`src/rtl/core/dfcc_pkg.sv`:
```
`default_nettype none

package dfcc_pkg;

  // supervisory states
  localparam logic [2:0] ST_SETUP    = 3'd0;
  localparam logic [2:0] ST_WAITING  = 3'd1;
  localparam logic [2:0] ST_STABLE   = 3'd2;
  localparam logic [2:0] ST_WARNING  = 3'd3;
  localparam logic [2:0] ST_CRITICAL = 3'd4;

  // motor actions
  localparam logic [1:0] MA_NONE    = 2'd0;
  localparam logic [1:0] MA_DISABLE = 2'd1;
  localparam logic [1:0] MA_OPEN    = 2'd2;
  localparam logic [1:0] MA_CLOSE   = 2'd3;

  // configuration register indexes
  localparam int unsigned CFG_IDX_W  = 4;
  localparam int unsigned CFG_DATA_W = 20;
  localparam logic [CFG_IDX_W-1:0] CFG_CLAMP_CLOSED = 4'd0;
  localparam logic [CFG_IDX_W-1:0] CFG_FLOW_TOL     = 4'd1;
  localparam logic [CFG_IDX_W-1:0] CFG_CTRL_PERIOD  = 4'd2;
  localparam logic [CFG_IDX_W-1:0] CFG_CORR_STEPS   = 4'd3;
  localparam logic [CFG_IDX_W-1:0] CFG_BLOCK_TMO    = 4'd4;
  localparam logic [CFG_IDX_W-1:0] CFG_DROPS_PER_ML = 4'd5;
  localparam logic [CFG_IDX_W-1:0] CFG_NOISE_LIMIT  = 4'd6;
  localparam logic [CFG_IDX_W-1:0] CFG_NOISE_WIN    = 4'd7;

  // flow divider: flow = 36e9 / (interval_us * drops_per_ml), 0.1 ml/h
  localparam int unsigned NUM_W  = 36;
  localparam int unsigned DEN_W  = 38;
  localparam int unsigned Q_W    = 12;
  localparam int unsigned DSH_W  = DEN_W + Q_W - 1;
  localparam logic [NUM_W-1:0] FLOW_NUM = 36'd36000000000;
  // denominators below this give a flow above 350.0 ml/h
  localparam logic [DEN_W-1:0] MIN_DEN  = 38'd10285715;

  localparam logic [6:0]  BATTERY_LOW = 7'd20;
  localparam logic [16:0] VOLUME_LOW  = 17'd500;

  typedef struct packed {
    logic busy;
    logic done;
  } div_stat_t;

endpackage

`default_nettype wire

```
`src/rtl/core/dfcc_div.sv`:
```
`default_nettype none

// Restoring divider, one quotient bit per cycle. The caller guarantees
// the quotient fits in Q_W bits.
module dfcc_div (
  input  wire logic                         clk_i,
  input  wire logic                         rst_ni,
  input  wire logic                         start_i,
  input  wire logic [dfcc_pkg::DEN_W-1:0]   den_i,
  output dfcc_pkg::div_stat_t               stat_o,
  output logic      [dfcc_pkg::Q_W-1:0]     quot_o
);

  localparam int unsigned CNT_W = $clog2(dfcc_pkg::Q_W);

  logic [dfcc_pkg::NUM_W-1:0] rem_q, rem_d;
  logic [dfcc_pkg::DSH_W-1:0] dsh_q;
  logic [dfcc_pkg::DSH_W-1:0] rem_ext, diff;
  logic [dfcc_pkg::Q_W-1:0]   quot_q;
  logic [CNT_W-1:0]           cnt_q;
  logic                       busy_q, done_q;
  logic                       fits;

  assign rem_ext = dfcc_pkg::DSH_W'(rem_q);
  assign diff    = rem_ext - dsh_q;
  assign fits    = rem_ext >= dsh_q;
  assign rem_d   = fits ? diff[dfcc_pkg::NUM_W-1:0] : rem_q;

  always_ff @(posedge clk_i or negedge rst_ni) begin
    if (!rst_ni) begin
      busy_q <= 1'b0;
      done_q <= 1'b0;
      cnt_q  <= '0;
    end else if (start_i) begin
      busy_q <= 1'b1;
      done_q <= 1'b0;
      cnt_q  <= CNT_W'(dfcc_pkg::Q_W - 1);
    end else if (busy_q) begin
      if (cnt_q == '0) begin
        busy_q <= 1'b0;
        done_q <= 1'b1;
      end else begin
        cnt_q <= cnt_q - 1'b1;
      end
    end else begin
      done_q <= 1'b0;
    end
  end

  always_ff @(posedge clk_i) begin
    if (start_i) begin
      rem_q  <= dfcc_pkg::FLOW_NUM;
      dsh_q  <= dfcc_pkg::DSH_W'(den_i) << (dfcc_pkg::Q_W - 1);
      quot_q <= '0;
    end else if (busy_q) begin
      rem_q  <= rem_d;
      dsh_q  <= dsh_q >> 1;
      quot_q <= {quot_q[dfcc_pkg::Q_W-2:0], fits};
    end
  end

  assign stat_o.busy = busy_q;
  assign stat_o.done = done_q;
  assign quot_o      = quot_q;

endmodule

`default_nettype wire

```
`src/rtl/core/drip_flow_clamp_controller.sv`:
```
// Channel   Direction  Handshake               Payload
// in        sink       in_valid_i / in_stall_o   tick readings (12 fields)
// out       source     out_valid_o / out_stall_i next state, flow, motor command
// cfg       sink       cfg_valid_i / cfg_ready_o cfg_index_i, cfg_data_i
//
// A tick passes SEQ_MUL, SEQ_CHK and SEQ_FIN, and SEQ_DIV before SEQ_FIN when
// the divider runs (12 quotient bits, one per cycle through its one subtractor).
// The next tick is accepted once the result sits in the output register,
// even while out_stall_i holds it there; a stalled result delays the
// following tick's final cycle. Reset clears timers, snapshot, sticky flags
// and loads the register defaults; cfg writes are always taken.
`default_nettype none

module drip_flow_clamp_controller #(
  parameter int unsigned TIME_BITS = 32
) (
  input  wire logic        clk_i,
  input  wire logic        rst_ni,
  // tick input
  input  wire logic        in_valid_i,
  output logic             in_stall_o,
  input  wire logic [31:0] now_ms_i,
  input  wire logic        is_running_i,
  input  wire logic [2:0]  current_state_i,
  input  wire logic [13:0] target_flow_i,
  input  wire logic [15:0] clamp_position_i,
  input  wire logic        forced_blockage_i,
  input  wire logic [16:0] volume_left_i,
  input  wire logic [6:0]  battery_percent_i,
  input  wire logic [31:0] edge_count_i,
  input  wire logic [31:0] drop_interval_us_i,
  input  wire logic [31:0] last_drop_ms_i,
  input  wire logic        enough_drops_i,
  // result
  output logic             out_valid_o,
  input  wire logic        out_stall_i,
  output logic [2:0]       next_state_o,
  output logic             still_running_o,
  output logic [11:0]      flow_measured_o,
  output logic [1:0]       motor_action_o,
  output logic [15:0]      motor_steps_o,
  output logic             noisy_flag_o,
  output logic             drops_seen_flag_o,
  // configuration
  input  wire logic                                cfg_valid_i,
  output logic                                     cfg_ready_o,
  input  wire logic [dfcc_pkg::CFG_IDX_W-1:0]      cfg_index_i,
  input  wire logic [dfcc_pkg::CFG_DATA_W-1:0]     cfg_data_i
);

  localparam int unsigned TW = TIME_BITS;
  localparam int unsigned CW = (TIME_BITS > 20) ? TIME_BITS : 20;

  localparam logic [2:0] SEQ_IDLE = 3'd0;
  localparam logic [2:0] SEQ_MUL  = 3'd1;
  localparam logic [2:0] SEQ_CHK  = 3'd2;
  localparam logic [2:0] SEQ_DIV  = 3'd3;
  localparam logic [2:0] SEQ_FIN  = 3'd4;

  // configuration registers
  logic [15:0] clamp_closed_q;
  logic [9:0]  flow_tol_q;
  logic [15:0] ctrl_period_q;
  logic [9:0]  corr_steps_q;
  logic [19:0] block_tmo_q;
  logic [5:0]  drops_per_ml_q;
  logic [7:0]  noise_limit_q;
  logic [15:0] noise_win_q;

  // persistent state
  logic [TW-1:0] last_corr_q, last_noise_q;
  logic [31:0]   edge_snap_q;
  logic          noisy_q, seen_q;

  // latched tick
  logic [31:0] now_q, edges_q, interval_q, last_drop_q;
  logic        run_q, forced_q, enough_q;
  logic [2:0]  st_q;
  logic [13:0] target_q;
  logic [15:0] pos_q;
  logic [16:0] vol_q;
  logic [6:0]  batt_q;

  // sequencer and intermediate results
  logic [2:0]                  seq_q;
  logic [dfcc_pkg::DEN_W-1:0]  den_q;
  logic                        since_gt_q, noise_due_q, noise_hit_q, corr_due_q;
  logic                        flow_go_q, flow_noisy_q;

  // output register
  logic        out_valid_q;
  logic [2:0]  o_state_q;
  logic        o_run_q;
  logic [11:0] o_flow_q;
  logic [1:0]  o_act_q;
  logic [15:0] o_steps_q;
  logic        o_noisy_q, o_seen_q;

  dfcc_pkg::div_stat_t        div_stat;
  logic [dfcc_pkg::Q_W-1:0]   div_quot;
  logic                       div_start;

  logic          in_beat, out_free, fin_fire;
  logic [TW-1:0] now_t, since_t;
  logic          window_ok, den_small;

  assign in_stall_o  = (seq_q != SEQ_IDLE);
  assign in_beat     = in_valid_i && !in_stall_o;
  assign cfg_ready_o = 1'b1;
  assign out_free    = !out_valid_q || !out_stall_i;
  assign fin_fire    = (seq_q == SEQ_FIN) && out_free;

  assign now_t     = TW'(now_q);
  assign since_t   = now_t - TW'(last_drop_q);
  assign window_ok = (interval_q != '0) && !since_gt_q;
  assign den_small = den_q < dfcc_pkg::MIN_DEN;
  assign div_start = (seq_q == SEQ_CHK) && window_ok && !den_small;

  dfcc_div u_div (
    .clk_i  (clk_i),
    .rst_ni (rst_ni),
    .start_i(div_start),
    .den_i  (den_q),
    .stat_o (div_stat),
    .quot_o (div_quot)
  );

  // ---------------- final-cycle decision ----------------
  logic               idle_path, crit_path, blocked;
  logic               noisy_n, seen_n, warn, err_hi, err_lo;
  logic [11:0]        flow_v, measured;
  logic signed [15:0] err_s, tol_s;
  logic [2:0]         st_run;
  logic [2:0]         r_state;
  logic               r_run;
  logic [11:0]        r_flow;
  logic [1:0]         r_act;
  logic [15:0]        r_steps;
  logic               upd_state, upd_corr;

  always_comb begin
    idle_path = !run_q && (st_q != dfcc_pkg::ST_CRITICAL);
    crit_path = (st_q == dfcc_pkg::ST_CRITICAL);
    flow_v    = flow_go_q ? div_quot : '0;
    noisy_n   = noisy_q || (noise_due_q && noise_hit_q) || flow_noisy_q;
    seen_n    = seen_q || enough_q;
    measured  = (!forced_q && !noisy_n && seen_n) ? flow_v : '0;
    blocked   = seen_n && !forced_q && since_gt_q;
    err_s     = signed'({2'b00, target_q}) - signed'({4'b0000, measured});
    tol_s     = signed'({6'b000000, flow_tol_q});
    err_hi    = err_s > tol_s;
    err_lo    = err_s < -tol_s;
    warn      = (seen_n && (err_hi || err_lo)) || (batt_q < dfcc_pkg::BATTERY_LOW) ||
                (vol_q < dfcc_pkg::VOLUME_LOW);
    st_run    = st_q;
    if (st_q == dfcc_pkg::ST_STABLE && warn) begin
      st_run = dfcc_pkg::ST_WARNING;
    end else if (st_q == dfcc_pkg::ST_WARNING && !warn) begin
      st_run = dfcc_pkg::ST_STABLE;
    end

    upd_state = 1'b0;
    upd_corr  = 1'b0;
    r_state   = st_q;
    r_run     = run_q;
    r_flow    = '0;
    r_act     = dfcc_pkg::MA_NONE;
    r_steps   = '0;

    priority if (idle_path) begin
      r_run = 1'b0;
      r_act = dfcc_pkg::MA_DISABLE;
    end else if (crit_path) begin
      if (pos_q < clamp_closed_q) begin
        r_act   = dfcc_pkg::MA_CLOSE;
        r_steps = clamp_closed_q - pos_q;
      end else begin
        r_state = dfcc_pkg::ST_WAITING;
        r_run   = 1'b0;
        r_act   = dfcc_pkg::MA_DISABLE;
      end
    end else if (blocked) begin
      upd_state = 1'b1;
      r_state   = dfcc_pkg::ST_CRITICAL;
      r_flow    = measured;
    end else begin
      upd_state = 1'b1;
      upd_corr  = corr_due_q;
      r_state   = st_run;
      r_flow    = measured;
      if (corr_due_q && seen_n && (target_q != '0) && !forced_q) begin
        if (err_hi) begin
          r_act   = dfcc_pkg::MA_OPEN;
          r_steps = {6'b000000, corr_steps_q};
        end else if (err_lo) begin
          r_act   = dfcc_pkg::MA_CLOSE;
          r_steps = {6'b000000, corr_steps_q};
        end
      end
    end
  end

  // ---------------- sequencer ----------------
  always_ff @(posedge clk_i or negedge rst_ni) begin
    if (!rst_ni) begin
      seq_q <= SEQ_IDLE;
    end else begin
      unique case (seq_q)
        SEQ_IDLE: if (in_beat) seq_q <= SEQ_MUL;
        SEQ_MUL:  seq_q <= SEQ_CHK;
        SEQ_CHK:  seq_q <= div_start ? SEQ_DIV : SEQ_FIN;
        SEQ_DIV:  if (div_stat.done) seq_q <= SEQ_FIN;
        SEQ_FIN:  if (out_free) seq_q <= SEQ_IDLE;
        default:  seq_q <= SEQ_IDLE;
      endcase
    end
  end

  // tick capture and per-tick intermediates
  always_ff @(posedge clk_i) begin
    if (in_beat) begin
      now_q       <= now_ms_i;
      run_q       <= is_running_i;
      st_q        <= current_state_i;
      target_q    <= target_flow_i;
      pos_q       <= clamp_position_i;
      forced_q    <= forced_blockage_i;
      vol_q       <= volume_left_i;
      batt_q      <= battery_percent_i;
      edges_q     <= edge_count_i;
      interval_q  <= drop_interval_us_i;
      last_drop_q <= last_drop_ms_i;
      enough_q    <= enough_drops_i;
    end
    if (seq_q == SEQ_MUL) begin
      den_q       <= dfcc_pkg::DEN_W'(interval_q) * dfcc_pkg::DEN_W'(drops_per_ml_q);
      since_gt_q  <= CW'(since_t) > CW'(block_tmo_q);
      noise_due_q <= (now_t - last_noise_q) >= TW'(noise_win_q);
      noise_hit_q <= (edges_q - edge_snap_q) > 32'(noise_limit_q);
      corr_due_q  <= (now_t - last_corr_q) >= TW'(ctrl_period_q);
    end
    if (seq_q == SEQ_CHK) begin
      flow_go_q    <= window_ok && !den_small;
      flow_noisy_q <= window_ok && den_small;
    end
  end

  // persistent state and configuration
  always_ff @(posedge clk_i or negedge rst_ni) begin
    if (!rst_ni) begin
      last_corr_q    <= '0;
      last_noise_q   <= '0;
      edge_snap_q    <= '0;
      noisy_q        <= 1'b0;
      seen_q         <= 1'b0;
      clamp_closed_q <= 16'd600;
      flow_tol_q     <= 10'd50;
      ctrl_period_q  <= 16'd1000;
      corr_steps_q   <= 10'd5;
      block_tmo_q    <= 20'd30000;
      drops_per_ml_q <= 6'd20;
      noise_limit_q  <= 8'd25;
      noise_win_q    <= 16'd2000;
    end else begin
      if (fin_fire && upd_state) begin
        noisy_q <= noisy_n;
        seen_q  <= seen_n;
        if (noise_due_q) begin
          edge_snap_q  <= edges_q;
          last_noise_q <= now_t;
        end
        if (upd_corr) begin
          last_corr_q <= now_t;
        end
      end
      if (cfg_valid_i && cfg_ready_o) begin
        unique case (cfg_index_i)
          dfcc_pkg::CFG_CLAMP_CLOSED: clamp_closed_q <= cfg_data_i[15:0];
          dfcc_pkg::CFG_FLOW_TOL:     flow_tol_q     <= cfg_data_i[9:0];
          dfcc_pkg::CFG_CTRL_PERIOD:  ctrl_period_q  <= cfg_data_i[15:0];
          dfcc_pkg::CFG_CORR_STEPS:   corr_steps_q   <= cfg_data_i[9:0];
          dfcc_pkg::CFG_BLOCK_TMO:    block_tmo_q    <= cfg_data_i[19:0];
          dfcc_pkg::CFG_DROPS_PER_ML: drops_per_ml_q <= cfg_data_i[5:0];
          dfcc_pkg::CFG_NOISE_LIMIT:  noise_limit_q  <= cfg_data_i[7:0];
          dfcc_pkg::CFG_NOISE_WIN:    noise_win_q    <= cfg_data_i[15:0];
          default: ;
        endcase
      end
    end
  end

  // output register
  always_ff @(posedge clk_i or negedge rst_ni) begin
    if (!rst_ni) begin
      out_valid_q <= 1'b0;
    end else if (fin_fire) begin
      out_valid_q <= 1'b1;
    end else if (!out_stall_i) begin
      out_valid_q <= 1'b0;
    end
  end

  always_ff @(posedge clk_i) begin
    if (fin_fire) begin
      o_state_q <= r_state;
      o_run_q   <= r_run;
      o_flow_q  <= r_flow;
      o_act_q   <= r_act;
      o_steps_q <= r_steps;
      o_noisy_q <= upd_state ? noisy_n : noisy_q;
      o_seen_q  <= upd_state ? seen_n : seen_q;
    end
  end

  assign out_valid_o       = out_valid_q;
  assign next_state_o      = o_state_q;
  assign still_running_o   = o_run_q;
  assign flow_measured_o   = o_flow_q;
  assign motor_action_o    = o_act_q;
  assign motor_steps_o     = o_steps_q;
  assign noisy_flag_o      = o_noisy_q;
  assign drops_seen_flag_o = o_seen_q;

  // ---------------- assertions ----------------
  a_steps_idle: assert property (@(posedge clk_i) disable iff (!rst_ni)
    out_valid_o && (motor_action_o == dfcc_pkg::MA_NONE ||
                    motor_action_o == dfcc_pkg::MA_DISABLE) |-> motor_steps_o == '0)
    else $error("motor steps nonzero without a move");

  a_flow_cap: assert property (@(posedge clk_i) disable iff (!rst_ni)
    out_valid_o |-> flow_measured_o <= 12'd3500)
    else $error("reported flow above limit");

  a_seen_sticky: assert property (@(posedge clk_i) disable iff (!rst_ni)
    seen_q |=> seen_q)
    else $error("drops-seen flag cleared");

  a_div_done: assert property (@(posedge clk_i) disable iff (!rst_ni)
    div_stat.done |-> seq_q == SEQ_DIV)
    else $error("divider finished outside its wait state");

endmodule

`default_nettype wire
```
`config.mk`:
```
export PLATFORM = sky130hd
export DESIGN_NAME = drip_flow_clamp_controller
export DESIGN_NICKNAME = d
export VERILOG_FILES = /design/src/rtl/core/dfcc_pkg.sv /design/src/rtl/core/dfcc_div.sv /design/src/rtl/core/drip_flow_clamp_controller.sv
export SDC_FILE = /design/constraint.sdc
export NUM_CORES = 2
export LEC_CHECK = 0
export ABC_AREA = 1
export BUFFER_PORTS_ARGS = -buffer_cell sky130_fd_sc_hd__buf_2
export CAP_MARGIN = 5
export CORE_MARGIN = 2
export CORE_UTILIZATION = 62
export CTS_CLUSTER_SIZE = 10
export DETAILED_ROUTE_END_ITERATION = 8
export PLACE_DENSITY = 0.8
export SETUP_SLACK_MARGIN = 0.15
export SLEW_MARGIN = 10
export SYNTH_ARGS = -nofsm -noshare
export SYNTH_HDL_FRONTEND = slang
export SYNTH_SLANG_ARGS = --single-unit
export TNS_END_PERCENT = 20
```
`constraint.sdc`:
```
create_clock -name clk_i -period 11.18 [get_ports clk_i]
set_clock_uncertainty 0.2 [all_clocks]
set_input_delay 2.236 -clock clk_i [delete_from_list [all_inputs] [get_ports clk_i]]
set_output_delay 2.236 -clock clk_i [all_outputs]
set_load 0.005 [all_outputs]
```
# Word level (Yosys, flattened, before mapping)
# Index checks and enable logic that the tools add are counted.
[word_totals]
ff_bits = 575
in_bits = 217
elab_cells = 194
[classes]
addsub = 9
n_mul = 1
magnitude_cmp = 11
n_eq_ne = 21
muxes = 47
n_reduce_logical = 57
[ops]
columns = ["op", "n"]
rows = [
  ["subtractor 32 bit", 4],
  ["2-to-1 mux 49 bit", 2],
  [">= comparator 32 x 16 -> 1 bit", 2],
  [">= comparator 36 x 49 -> 1 bit", 1],
  ["2-to-1 mux 10 bit", 4],
  ["less-than comparator 38 x 24 -> 1 bit (second input constant)", 1],
  ["multiplier 32 x 6 -> 38 bit", 1],
  ["subtractor 36 bit", 1],
  ["> comparator 32 x 20 -> 1 bit", 1],
  ["> comparator 32 x 8 -> 1 bit", 1],
  ["2-to-1 mux 16 bit", 2],
  ["nonzero test 32 bit", 1],
  ["2-to-1 mux 3 bit", 10],
  ["2-to-1 mux 12 bit", 2],
  ["AND reduction 2 bit", 12],
  ["logical AND 1 bit", 20],
  ["less-than comparator 17 x 9 -> 1 bit (second input constant)", 1],
  ["2-to-1 mux 1 bit", 17],
  ["== test 4 x 3 -> 1 bit (second input constant)", 4],
  ["less-than comparator 15 x 16 -> 1 bit", 1],
  ["less-than comparator 16 bit", 1],
  ["negation 10 -> 16 bit", 1],
  ["subtractor 16 bit", 1],
  ["> comparator 15 x 11 -> 1 bit", 1],
  ["other kinds (23)", 54],
]

# Logic depth before layout (Yosys ltp)
[depth]
ltp_word = 20
mapped_depth = 30
ltp_nobuf = 30

# Hierarchy
# From an unflattened synthesis, not the netlist that was laid out.
[hier_totals]
cells_unflattened = 4770
hier_area_um2 = 39230.1
[modules_own_cells]
columns = ["module", "n_inst", "cells_each", "area_each_um2", "seq_area_each_um2"]
rows = [
  ["drip_flow_clamp_controller", 1, 3650, 32047.0, 13073.8],
  ["dfcc_div", 1, 1120, 7183.1, 2472.4],
]

# Worst setup path before layout
# OpenSTA, ideal clock, no wires.
[synth_path]
path_kind = "input port to flip-flop"
startpoint = "in in_valid_i"
endpoint = "reg batt_q[2] (enable)"
setup_time_ns = 0.731
t_arrival_ns = 9.836
path_slack_ns = 0.413
stages = 2
cell_sequence = "inv_1 nor2_1"
[synth_between]
elab_chain_cells = 1
[synth_lines]
columns = ["element", "line_no", "source"]
rows = [
  ["from (decl)", "drip_flow_clamp_controller.sv:20", "input wire logic in_valid_i,"],
  ["logical AND 1 bit", "drip_flow_clamp_controller.sv:108", "assign in_beat = in_valid_i && !in_stall_o;"],
  ["named net in_beat", "drip_flow_clamp_controller.sv:103", "logic in_beat, out_free, fin_fire;"],
  ["to (signal assigned)", "drip_flow_clamp_controller.sv:229", "batt_q <= battery_percent_i;"],
  ["to (decl)", "drip_flow_clamp_controller.sv:82", "logic [6:0] batt_q;"],
]
# The timed path passes the listed nets, and every way through them passes these cells.
# A chain may end at the register's enable or synchronous reset.

# Worst setup path after layout
[layout_path]
startpoint = "reg drops_per_ml_q[4]"
endpoint = "reg den_q[35] (netlist name) (data pin)"
[layout_between]
elab_chain_cells = 1
[layout_lines]
columns = ["element", "line_no", "source"]
rows = [
  ["from (decl)", "drip_flow_clamp_controller.sv:66", "logic [5:0] drops_per_ml_q;"],
  ["from (signal assigned)", "drip_flow_clamp_controller.sv:283", "dfcc_pkg::CFG_DROPS_PER_ML: drops_per_ml_q <= cfg_data_i[5:0];"],
  ["multiplier 32 x 6 -> 38 bit", "drip_flow_clamp_controller.sv:236", "den_q <= dfcc_pkg::DEN_W'(interval_q) * dfcc_pkg::DEN_W'(drops_per_ml_q);"],
  ["to (signal assigned)", "drip_flow_clamp_controller.sv:236", ""],
  ["to (decl)", "drip_flow_clamp_controller.sv:86", "logic [dfcc_pkg::DEN_W-1:0] den_q;"],
]
# Every way passes these cells.

==> results.json <==
{
  "grt_max_degree": 84,
  "syn-cell-area_um2": 38180,
  "dieArea_um2": 63590,
  "postSynthAreaPerCell_um2": 8.738,
  "cts_resized": 0,
  "critical_path_data_arrival_time_ns": 5.79,
  "post_cts.repair.setup_buffers": 0,
  "remaining_overflow_grt": 0,
  "buffer_ports.inserted": 250,
  "worstSetupStartpointType": "flop",
  "syn_inst": 4370,
  "fp.coreArea_um2": 60580,
  "post-route-period-util": 0.4965,
  "run_status": "complete, no violations",
  "timing.max_cap.violations": 0,
  "syn_nets": 5036,
  "critical_path.max_fanout": 33,
  "ys_top_cells_by_count": "nand2_1, inv_1, a21oi_1, ha_1, o21ai_0",
  "die_height_um": 252.2,
  "grt_setup_unrepaired": "no",
  "finalWeightedCongestion": 0.9720,
  "initial_core_utilization": 0.6303,
  "slew-limit-headroom": 0.2636,
  "setup_cp_type": "flop to flop",
  "layout-drive-gt1-share": 0.1066,
  "final_net_count": 5284,
  "post-route-min-period_ns": 5.551,
  "final_setup_violation_count": 0,
  "synthTopCellsByArea": "edfxtp_1, dfrtp_1, ha_1",
  "synth-seq-cells": 571,
  "vdd.ir_drop.worst_v": 0.0002953,
  "dp_hpwl_um": 72100,
  "cts_num_sinks": 571,
  "hold_path.class": "flop to flop",
  "design.portCount": 256,
  "antenna_nets_post_route": 0,
  "seq_area_frac_synth": 0.4071,
  "floorplan_die_width_um": 252.2,
  "drt_first_iter_violations": 2566,
  "most_numerous_cell_in_the_yosys_netlist": "nand2_1",
  "synth_largest_type_area_fraction": 0.2375,
  "yosys_warning_count": 0,
  "grt_pass1_vias": 29750,
  "holdBufCountCts": 0,
  "worst_setup_path_end_kind": "flop",
  "routed_wire_length_per_instance_um": 17.17,
  "power.leakage_nw": 20.13,
  "cts_tree": "done",
  "worstSkewPairLatency_ns": 0.62,
  "async_reset_ff_frac": 0.3678,
  "count_of_h_tree_levels_built_during_cts": 3,
  "netlist.top_cell.by_area": "edfxtp_1",
  "post_drt_via_cell_ratio": 5.634,
  "drc": 0,
  "synth.lib_cells_used.distinct": 77,
  "fmaxAchievable_mhz": 180.2,
  "detailedPlace.worstSlack_ns": 5.770,
  "grt_util_all_layers": 0.2984,
  "wire_length_of_the_first_global_routing_pass_um": 151400,
  "final.setup.worst_slack_ns": 5.629,
  "cp.required_ns": 11.42,
  "placementRows": 90,
  "finalHoldViolCount": 0,
  "tritoncts.num_buffers": 69,
  "fin_setup_tns_ns": 0,
  "timing.final.max_slew_violations": 0,
  "routed_wl_um": 93700,
  "detailroute.via_count": 30750,
  "power_density_nw_per_um2": 313.1,
  "grt_antenna_before_repair": 10,
  "worst-slew-pin-transition_ns": 1.105,
  "synth-main-ff-cell": "edfxtp_1",
  "synthToLayoutAreaGrowth_pct": 10.79,
  "synth-edff-count": 302,
  "dr.pass1.iters": 5,
  "cts.clk_slew.worst_paths_ns": 0.06,
  "clock_tree.root_cell": "clkbuf_16",
  "clk_path_buf_depth": 3
}
-- path summary, 6_finish.rpt --
kind,startpoint,end,slack (ns),depth (start not counted)
max,drops_per_ml_q[4],den_q[35],5.63,17
min,u_div.rem_q[7],u_div.rem_q[7],0.27,2
max reg2reg,drops_per_ml_q[4],den_q[35],5.63,17
min reg2reg,u_div.rem_q[7],u_div.rem_q[7],0.27,2
max in group asynchronous,rst_ni,edge_snap_q[23],7.91,2
min in group asynchronous,rst_ni,block_tmo_q[0],1.45,1
-- power breakdown --
group / internal, W / total (W) / leakage, nW / switching (W)
Sequential: 0.00305 / 0.00338 / 5.73 / 0.000333
Combinational: 0.00295 / 0.00773 / 13.4 / 0.00478
Clock: 0.00126 / 0.00213 / 1.01 / 0.000871
-- cell type report --
cell class / count / area, um^2
Clock buffer: 117 / 1989
Antenna cell: 5 / 12.51
Fill cell: 4771 / 18280
Timing Repair Buffer: 271 / 1419
Sequential cell: 571 / 15550
Tap cell: 782 / 978.4
Inverter: 710 / 2665
Clock inverter: 7 / 118.9
Multi-Input combinational cell: 2995 / 19570
-- per-stage QoR --
| step | utilization | hold WS, ns | std cells | area [um^2] | power [W] |
|---|---|---|---|---|---|
| 6_report | 0.6983 | 0.2696 | 5458 | 42300 | 0.01324 |
| 5_1_grt | 0.6983 | 0.2829 | 5458 | 42300 | 0.01449 |
| 4_1_cts | 0.6980 | 0.2702 | 5453 | 42290 | 0.01321 |
| 3_5_place_dp | 0.6632 | 0.2613 | 5329 | 40180 | 0.01101 |
| 3_3_place_gp | 0.6632 | 0.2571 | 5329 | 40180 | 0.01077 |
| 2_1_floorplan | - | 0.2448 | 4370 | 38180 | 0.009263 |
-- kinds of logic (layout without fill, tap and decap cells) --
family,after synthesis,after routing,share of synthesized area
adder cells (fa/ha/maj),449,449,0.1723
AO/OA/AOI/OAI,922,922,0.1399
AND/OR/NAND/NOR,1444,1444,0.1583
multiplexers,1,1,0.0002949
buffers and inverters,804,1105,0.08116
other,1,6,0.00009821
XOR/XNOR,178,178,0.04083
flip-flops,571,571,0.4071
-- state kept, by name, indices dropped and copies added (netlist names), 10 cells and up --
signal and count:
block_tmo_q 20, clamp_closed_q 16, corr_steps_q 10, ctrl_period_q 16, den_q 38, edge_snap_q 32, edges_q 32, flow_measured_o 12
flow_tol_q 10, interval_q 32, last_corr_q 32, last_drop_q 32, last_noise_q 32, motor_steps_o 16, noise_win_q 16, now_q 32
pos_q 16, target_q 14, u_div.dsh_q 49, u_div.quot_o 12, u_div.rem_q 36, vol_q 15
-- layer usage --
metal	global-route usage	routed length (um)	share of wire	vias to the layer above
met2	0.4791	42870	0.46	1017
met5	0	69	0.00074	-
met3	0.05118	6685	0.071	205
li1	-	-	-	15030
met1	0.4053	40210	0.43	14490
met4	0.1197	3865	0.041	10
-- worst max-delay path, stage by stage (launching register included) --
cell and delay [ns]:
dfstp_2 1.00, nand2_1 0.18, fa_1 0.55, inv_1 0.06
fa_1 0.51, fa_1 0.49, ha_1 0.36, nand2_1 0.09
nor2_1 0.24, nand4_1 0.22, nor2_1 0.27, a21oi_1 0.18
o31ai_2 0.31, nand2_1 0.08, nand2_1 0.15, a21oi_1 0.13
o21ai_2 0.14, xor2_1 0.19
-- cells in the final DEF, fill, tap and decap left out, drive strengths merged, types with 6 or more instances in the layout --
cell,instances
a211oi,6
a21boi,12
a21o,27
a21oi,386
a31oi,15
buf,271
clkbuf,117
dfrtp,177
dfstp,33
dfxtp,59
edfxtp,302
fa,128
ha,321
inv,712
nand2,893
nand3,121
nand4,57
nor2,279
nor3,43
nor4,31
o2111ai,6
o211ai,20
o21a,23
o21ai,339
o21bai,12
o221ai,9
o22ai,45
or2,9
xnor2,70
xor2,108
Power figures use the tool's default switching activity.
